==> src/rtl/hsi_pkg.sv <==
// Shared constants, types and hash function for the hash set intersection unit.
package hsi_pkg;

  localparam int unsigned SET_CAPACITY = 256;
  localparam int unsigned VALUE_W      = 32;
  localparam int unsigned IDX_W        = $clog2(SET_CAPACITY);
  localparam int unsigned TBL_DEPTH    = 1 << IDX_W;
  localparam int unsigned CNT_W        = $clog2(SET_CAPACITY + 1);

  typedef enum logic [1:0] {
    ACT_CLEAR  = 2'd0,
    ACT_INSERT = 2'd1,
    ACT_PROBE  = 2'd2
  } action_e;

  typedef struct packed {
    logic accept;
    logic advance;
    logic finish;
    logic found;
    logic load_out;
  } hsi_cmd_t;

  typedef struct packed {
    logic needs_search;
    logic slot_valid;
    logic match;
    logic last_step;
    logic out_free;
  } hsi_sts_t;

  function automatic logic [IDX_W-1:0] hsi_hash(input logic [VALUE_W-1:0] v);
    logic [IDX_W-1:0] h;
    h = '0;
    for (int i = 0; i < VALUE_W; i++) begin
      h[i % IDX_W] = h[i % IDX_W] ^ v[i];
    end
    return h;
  endfunction

endpackage

==> src/rtl/hsi_ctrl.sv <==
// Controller state machine: sequences hashing, bucket probing and result handoff.
module hsi_ctrl import hsi_pkg::*; (
  input  logic     clk_i,
  input  logic     rst_ni,
  input  logic     in_valid_i,
  output logic     in_ready_o,
  input  hsi_sts_t sts_i,
  output hsi_cmd_t cmd_o
);

  typedef enum logic [3:0] {
    ST_IDLE = 4'b0001,
    ST_READ = 4'b0010,
    ST_CMP  = 4'b0100,
    ST_DONE = 4'b1000
  } state_e;

  state_e state_q, state_d;

  always_comb begin
    state_d    = state_q;
    cmd_o      = '0;
    in_ready_o = 1'b0;
    case (state_q)
      ST_IDLE: begin
        in_ready_o = 1'b1;
        if (in_valid_i) begin
          cmd_o.accept = 1'b1;
          state_d      = sts_i.needs_search ? ST_READ : ST_DONE;
        end
      end
      ST_READ: begin
        state_d = ST_CMP;
      end
      ST_CMP: begin
        if (sts_i.slot_valid && sts_i.match) begin
          cmd_o.finish = 1'b1;
          cmd_o.found  = 1'b1;
          state_d      = ST_DONE;
        end else if (!sts_i.slot_valid || sts_i.last_step) begin
          cmd_o.finish = 1'b1;
          state_d      = ST_DONE;
        end else begin
          cmd_o.advance = 1'b1;
          state_d       = ST_READ;
        end
      end
      ST_DONE: begin
        if (sts_i.out_free) begin
          cmd_o.load_out = 1'b1;
          state_d        = ST_IDLE;
        end
      end
      default: begin
        state_d = ST_IDLE;
      end
    endcase
  end

  always_ff @(posedge clk_i or negedge rst_ni) begin
    if (!rst_ni) begin
      state_q <= ST_IDLE;
    end else begin
      state_q <= state_d;
    end
  end

endmodule

==> config.mk <==
export PLATFORM = sky130hd
export DESIGN_NAME = hsi_ctrl
export DESIGN_NICKNAME = d
export VERILOG_FILES = /design/src/rtl/hsi_pkg.sv /design/src/rtl/hsi_ctrl.sv
export SDC_FILE = /design/constraint.sdc
export NUM_CORES = 1
export LEC_CHECK = 0
export ABC_AREA = 0
export BUFFER_PORTS_ARGS = -buffer_cell sky130_fd_sc_hd__buf_2
export CORE_AREA = 2 2 39 41
export CTS_CLUSTER_DIAMETER = 30
export DETAILED_ROUTE_END_ITERATION = 8
export DIE_AREA = 0 0 41 43
export SLEW_MARGIN = 40
export SYNTH_ARGS = -nofsm -noshare
export SYNTH_HDL_FRONTEND = slang
export SYNTH_SLANG_ARGS = --single-unit
==> constraint.sdc <==
create_clock -name clk_i -period 1.59 [get_ports clk_i]
set_input_delay 0.318 -clock clk_i [delete_from_list [all_inputs] [get_ports clk_i]]
set_output_delay 0.318 -clock clk_i [all_outputs]
set_load 0.01 [all_outputs]
* Word-level counts from Yosys, hierarchy flattened *
Cells that the tools add are included.

word-level totals
  register bits = 4
  bits in latches = 0
  bits in writable memories = 0
  bits in read-only memories = 0
  bits of input ports = 8
  output and inout bits = 6
  logic and storage cells = 28
  memories = 0

cells by class
  add/subtract/negate cells = 0
  $mul = 0
  div/mod/pow operators = 0
  $lt $le $gt $ge = 0
  equality and inequality tests = 6
  shifts and indexed selects = 0
  muxes and demuxes = 17
  bitwise operators = 0
  reduce and logical (&&, ||, !) cells = 4

operators with widths
  cell                                                  number
  two-way mux 4 bit                                     5
  case mux 4 bit (4 select lines)                       1
  two-way mux 1 bit                                     10
  equality test 4 x 1 -> 1 bit (second input constant)  1
  equality test 4 x 2 -> 1 bit (second input constant)  1
  equality test 4 x 3 -> 1 bit (second input constant)  1
  equality test 4 bit (second input constant)           1
  inequality test 2 bit (second input constant)         2
  two-way mux 3 bit                                     1
  AND reduction 2 bit                                   1
  logical AND 1 bit                                     1
  zero test 1 bit                                       1
  logical OR 1 bit                                      1

* Longest topological paths before layout *
  depth in word-level cells = 5
  depth in mapped cells = 3
  gate-level depth less buffers = 3

* Least setup slack after synthesis *
OpenSTA, ideal clock, no wires.

  kind = register to output
  from = register state_q[0]
  to = output cmd_o[4] (netlist name)
  arrival = 1.197 ns
  data required time = 1.272 ns
  setup slack = 0.075 ns
  stages on the path, launching flop included = 3
  path buffers = 0
  cells stage by stage = dfstp_2 nor4b_2 and2_1

RTL lines
  element                 line            text
  from (decl)             hsi_ctrl.sv:18  state_e state_q, state_d;
  from (signal assigned)  hsi_ctrl.sv:64  state_q <= state_d;
  to (decl)               hsi_ctrl.sv:8   output hsi_cmd_t cmd_o

==> impl_results.html <==
<table>
<tr><th>Metric</th><th>Value</th></tr>
<tr><th colspan="2">Status</th></tr>
<tr><td>Result of the run</td><td>finished with violations</td></tr>
<tr><td>Violated checks</td><td>negative setup slack</td></tr>
<tr><th colspan="2">Worst setup path</th></tr>
<tr><td>R2r startpoint</td><td>state_q[0]</td></tr>
<tr><td>Minimum setup slack among reg-to-reg paths</td><td>0.11 ns</td></tr>
<tr><td>Required time of the critical path</td><td>1.27 ns</td></tr>
<tr><td>Depth of the most critical reg-to-reg path</td><td>6</td></tr>
<tr><td>Setup Crit Path Kind</td><td>flop to output port</td></tr>
<tr><td>Category of the worst setup path launch point</td><td>flop</td></tr>
<tr><td>Critical Path End Type</td><td>output port</td></tr>
<tr><td>WP data arrival</td><td>1.38 ns</td></tr>
<tr><td>Crit-path max FO</td><td>4</td></tr>
<tr><td>Worst flop-to-flop path endpoint</td><td>state_q[3]</td></tr>
<tr><th colspan="2">Hold path</th></tr>
<tr><td>Min-Delay Endpoint</td><td>state_q[0]</td></tr>
<tr><td>Hold Startpoint</td><td>sts_i[0]</td></tr>
<tr><td>HP Class</td><td>input port to flop</td></tr>
<tr><td>Hold path depth</td><td>3</td></tr>
<tr><th colspan="2">Job</th></tr>
<tr><td>Maxcap violations</td><td>0</td></tr>
<tr><th colspan="2">Cells and area</th></tr>
<tr><td>Largest registers in the final layout</td><td>state_q (4)</td></tr>
<tr><td>Fillers</td><td>147</td></tr>
<tr><td>Layout cell share with drive strength beyond 1</td><td>59.65%</td></tr>
<tr><td>Share of the core filled with cells in the final layout</td><td>36.26%</td></tr>
<tr><td>Biggest register</td><td>state_q</td></tr>
<tr><td>Diodes inserted</td><td>0</td></tr>
<tr><td>Max reg flops</td><td>4</td></tr>
<tr><td>Total Nets Final</td><td>66</td></tr>
<tr><td>Area taken by flip-flops and latches</td><td>102.6 sq um</td></tr>
<tr><td>P&amp;R area growth vs syn</td><td>87.38%</td></tr>
<tr><td>Multi-input logic area</td><td>176.4 sq um</td></tr>
<tr><th colspan="2">Synthesis</th></tr>
<tr><td>Yosys synthesis warning count</td><td>0</td></tr>
<tr><td>Flops &amp; latches, synth</td><td>4</td></tr>
<tr><td>Number of standard cells after synthesis</td><td>27</td></tr>
<tr><td>Post-synth top area share</td><td>28.04%</td></tr>
<tr><td>Post-synthesis instance area</td><td>267.8 sq um</td></tr>
<tr><td>Post-synthesis cell type count</td><td>18</td></tr>
<tr><td>Largest cells by area after synthesis</td><td>sky130_fd_sc_hd__dfrtp_1 (28%), sky130_fd_sc_hd__dfstp_2 (9.8%), sky130_fd_sc_hd__nor4b_1 (9.8%)</td></tr>
<tr><td>Post-Syn Area per Cell</td><td>9.917 sq um</td></tr>
<tr><td>Cell type contributing the most total cell area after synthesis</td><td>sky130_fd_sc_hd__dfrtp_1</td></tr>
<tr><td>Sequential element share of the synthesized area</td><td>37.85%</td></tr>
<tr><td>Post-synth net total</td><td>35</td></tr>
<tr><th colspan="2">Drt</th></tr>
<tr><td>Post-route DRC</td><td>0</td></tr>
<tr><td>Drt pass-1 iters</td><td>2</td></tr>
<tr><td>Number of vias per cell</td><td>4.507</td></tr>
<tr><td>Initial drt markers</td><td>2</td></tr>
<tr><td>Met3 layer wire length in the routed design</td><td>21 um</td></tr>
<tr><td>Uppermost layer routed</td><td>met3</td></tr>
<tr><td>Drt total wl</td><td>683 um</td></tr>
<tr><td>Routed metal-1 wirelength</td><td>261 um</td></tr>
<tr><td>Residual antenna-violating net count after detailed routing</td><td>0</td></tr>
<tr><td>Via Count</td><td>329</td></tr>
<tr><td>Detailed-route wire length per cell</td><td>9.356 um</td></tr>
<tr><td>Detailed route wirelength on metal2</td><td>400 um</td></tr>
<tr><th colspan="2">Clock network</th></tr>
<tr><td>Largest buffer count on any clock path</td><td>2</td></tr>
<tr><td>Clock tree from TritonCTS</td><td>done</td></tr>
<tr><td>Number of buffers created by CTS</td><td>3</td></tr>
<tr><td>Later-pin clock latency in the skew report</td><td>0.24 ns</td></tr>
<tr><td>Level count of the clock H-tree</td><td>1</td></tr>
<tr><td>CTS Root Cell</td><td>sky130_fd_sc_hd__clkbuf_4</td></tr>
<tr><td>Clock Sink Count</td><td>4</td></tr>
<tr><td>CTS clk-pin slew, worst paths</td><td>0.04 ns</td></tr>
<tr><th colspan="2">GRT</th></tr>
<tr><td>Global-route wire length before repair</td><td>1.076 mm</td></tr>
<tr><td>Gr ovfl total</td><td>0</td></tr>
<tr><td>Pin count of the biggest net entering global routing</td><td>6</td></tr>
<tr><td>Global-route usage over all layers</td><td>9.164%</td></tr>
<tr><td>Via count of the first global-routing pass</td><td>288</td></tr>
<tr><td>Number of antenna violations at the first check in global routing</td><td>0</td></tr>
<tr><th colspan="2">STA</th></tr>
<tr><td>Final min period</td><td>1.699 ns</td></tr>
<tr><td>Final worst path period share</td><td>106.8%</td></tr>
<tr><td>Final Hold Slack</td><td>0.3569 ns</td></tr>
<tr><td>Max transition margin</td><td>69.81%</td></tr>
<tr><td>Clock skew</td><td>0.007758 ns</td></tr>
<tr><td>Maximum frequency from static timing analysis</td><td>588.7 MHz</td></tr>
<tr><td>Worst setup margin</td><td>-0.1087 ns</td></tr>
<tr><td>Measured slew at the worst slew-check pin</td><td>0.4465 ns</td></tr>
<tr><td>Setup repair after global routing missed its margin</td><td>yes</td></tr>
<tr><td>Fin. Hold Viols</td><td>0</td></tr>
<tr><td>Number of setup violations in the final report</td><td>4</td></tr>
<tr><td>Number of max-slew violations in the final report</td><td>0</td></tr>
<tr><th colspan="2">Floorplanning</th></tr>
<tr><td>Die Footprint</td><td>1763 sq um</td></tr>
<tr><td>Initial core utilization</td><td>19.35%</td></tr>
<tr><td>Vert. Die Dim</td><td>43 um</td></tr>
<tr><td>Row cnt</td><td>14</td></tr>
<tr><td>Die Wd</td><td>41 um</td></tr>
<tr><td>Number of top-level pins</td><td>14</td></tr>
<tr><td>Standard cell core area</td><td>1384 sq um</td></tr>
<tr><th colspan="2">Power and ir drop</th></tr>
<tr><td>Static power due to leakage</td><td>0.2668 nW</td></tr>
<tr><td>Power Dens Cells</td><td>1685 nW/um^2</td></tr>
<tr><td>VDD IR max</td><td>0.5527 mV</td></tr>
<tr><th colspan="2">Placed design</th></tr>
<tr><td># port buffers</td><td>13</td></tr>
<tr><td>DP Wirelength</td><td>478.5 um</td></tr>
<tr><td>Final Wtd Congestion</td><td>0.6745</td></tr>
</table>
cell type report:
cell class,instances,area share [%]
Clock buffer,4,5.237
Inverter,2,1.496
Multi-Input combinational cell,21,35.16
Sequential cell,4,20.45
Tap cell,16,3.990
Timing Repair Buffer,26,33.67
through the flow:
stage                     instance area (sq um)  setup TNS (ns)  worst slack, ns  cells  power [mW]
after floorplan                           267.8               0          0.07545     27      0.3756
after global placement                    382.9               0           0.1023     60      0.5097
after detailed placement                  382.9               0           0.1028     60      0.5117
after CTS                                 473.0         -0.3617          -0.1175     70      0.7922
after global routing                      501.7         -0.6341          -0.1794     73      0.9174
final                                     501.7         -0.3218          -0.1087     73      0.8452
cells in the mapped netlist:
| library cell | n |
|---|---|
| sky130_fd_sc_hd__a21o_1 | 1 |
| sky130_fd_sc_hd__and3_1 | 1 |
| sky130_fd_sc_hd__nor4b_1 | 3 |
| sky130_fd_sc_hd__nor2b_1 | 2 |
| sky130_fd_sc_hd__inv_1 | 2 |
| sky130_fd_sc_hd__or4b_1 | 1 |
| sky130_fd_sc_hd__dfstp_2 | 1 |
| sky130_fd_sc_hd__nor2_1 | 3 |
| sky130_fd_sc_hd__o311a_1 | 1 |
| sky130_fd_sc_hd__nor4b_2 | 1 |
| sky130_fd_sc_hd__and3b_1 | 1 |
| sky130_fd_sc_hd__nor3b_1 | 1 |
| sky130_fd_sc_hd__and4b_1 | 1 |
| sky130_fd_sc_hd__o2bb2ai_1 | 1 |
| sky130_fd_sc_hd__o21ai_0 | 1 |
| sky130_fd_sc_hd__and2_1 | 2 |
| sky130_fd_sc_hd__dfrtp_1 | 3 |
| sky130_fd_sc_hd__a22oi_1 | 1 |
power by group:
part	total [mW]	internal [mW]	switching, mW
logic	0.513	0.327	0.186
clock network	0.139	0.0944	0.0446
registers	0.193	0.149	0.0438
total	0.845	0.570	0.275
repair_timing:
| item | CTS | global route |
|---|---|---|
| pin swaps | 3 | 3 |
| hold buffers | 1 | 0 |
| resized for setup | 3 | 3 |
| setup buffers | 5 | 3 |
| endpoints found under the hold margin | 3 | 0 |
| endpoints found under the setup margin | 5 | 6 |
worst max-delay path by stage:
stage,start,depth (start not counted),endpoint,slack (ns)
finish,state_q[1],3,cmd_o[2],-0.11
global route,state_q[1],3,cmd_o[2],-0.18
CTS,state_q[1],3,cmd_o[2],-0.12
detailed placement,state_q[1],3,cmd_o[2],0.10
global placement,state_q[1],3,cmd_o[2],0.10
floorplan,state_q[0],2,cmd_o[4],0.08
logic make-up (layout without fill, tap and decap cells):
logic type / after synthesis / after routing / synth area share (%)
and+or+nand+nor: 16 / 16 / 44.86
AOI/OAI and AO/OA: 5 / 5 / 14.49
DFF: 4 / 4 / 37.85
buffers and inverters: 2 / 32 / 2.805
critical path, stage by stage (launching register included):
cell	delay, ns
sky130_fd_sc_hd__dfrtp_1	0.40
sky130_fd_sc_hd__or4b_4	0.54
sky130_fd_sc_hd__nor2_2	0.08
sky130_fd_sc_hd__buf_2	0.13
placed cells by master (no fill, tap or decap), drive strengths merged:
master	n
and2	2
a21o	1
buf	25
and4b	1
inv	2
o2bb2ai	1
o311a	1
or4b	1
nor2b	2
and3	1
and3b	1
nor4b	4
dfrtp	3
a22oi	1
nor3b	1
nor2	3
dlygate4sd3	1
clkbuf	4
o21ai	1
dfstp	1
layer usage:
layer,track usage (%),up-vias
li1,-,163
met1,8.766,163
met2,15.31,3
met3,3.141,0
met4,6.000,0
met5,0,-
Note: power is estimated with default switching activity, not from simulation.
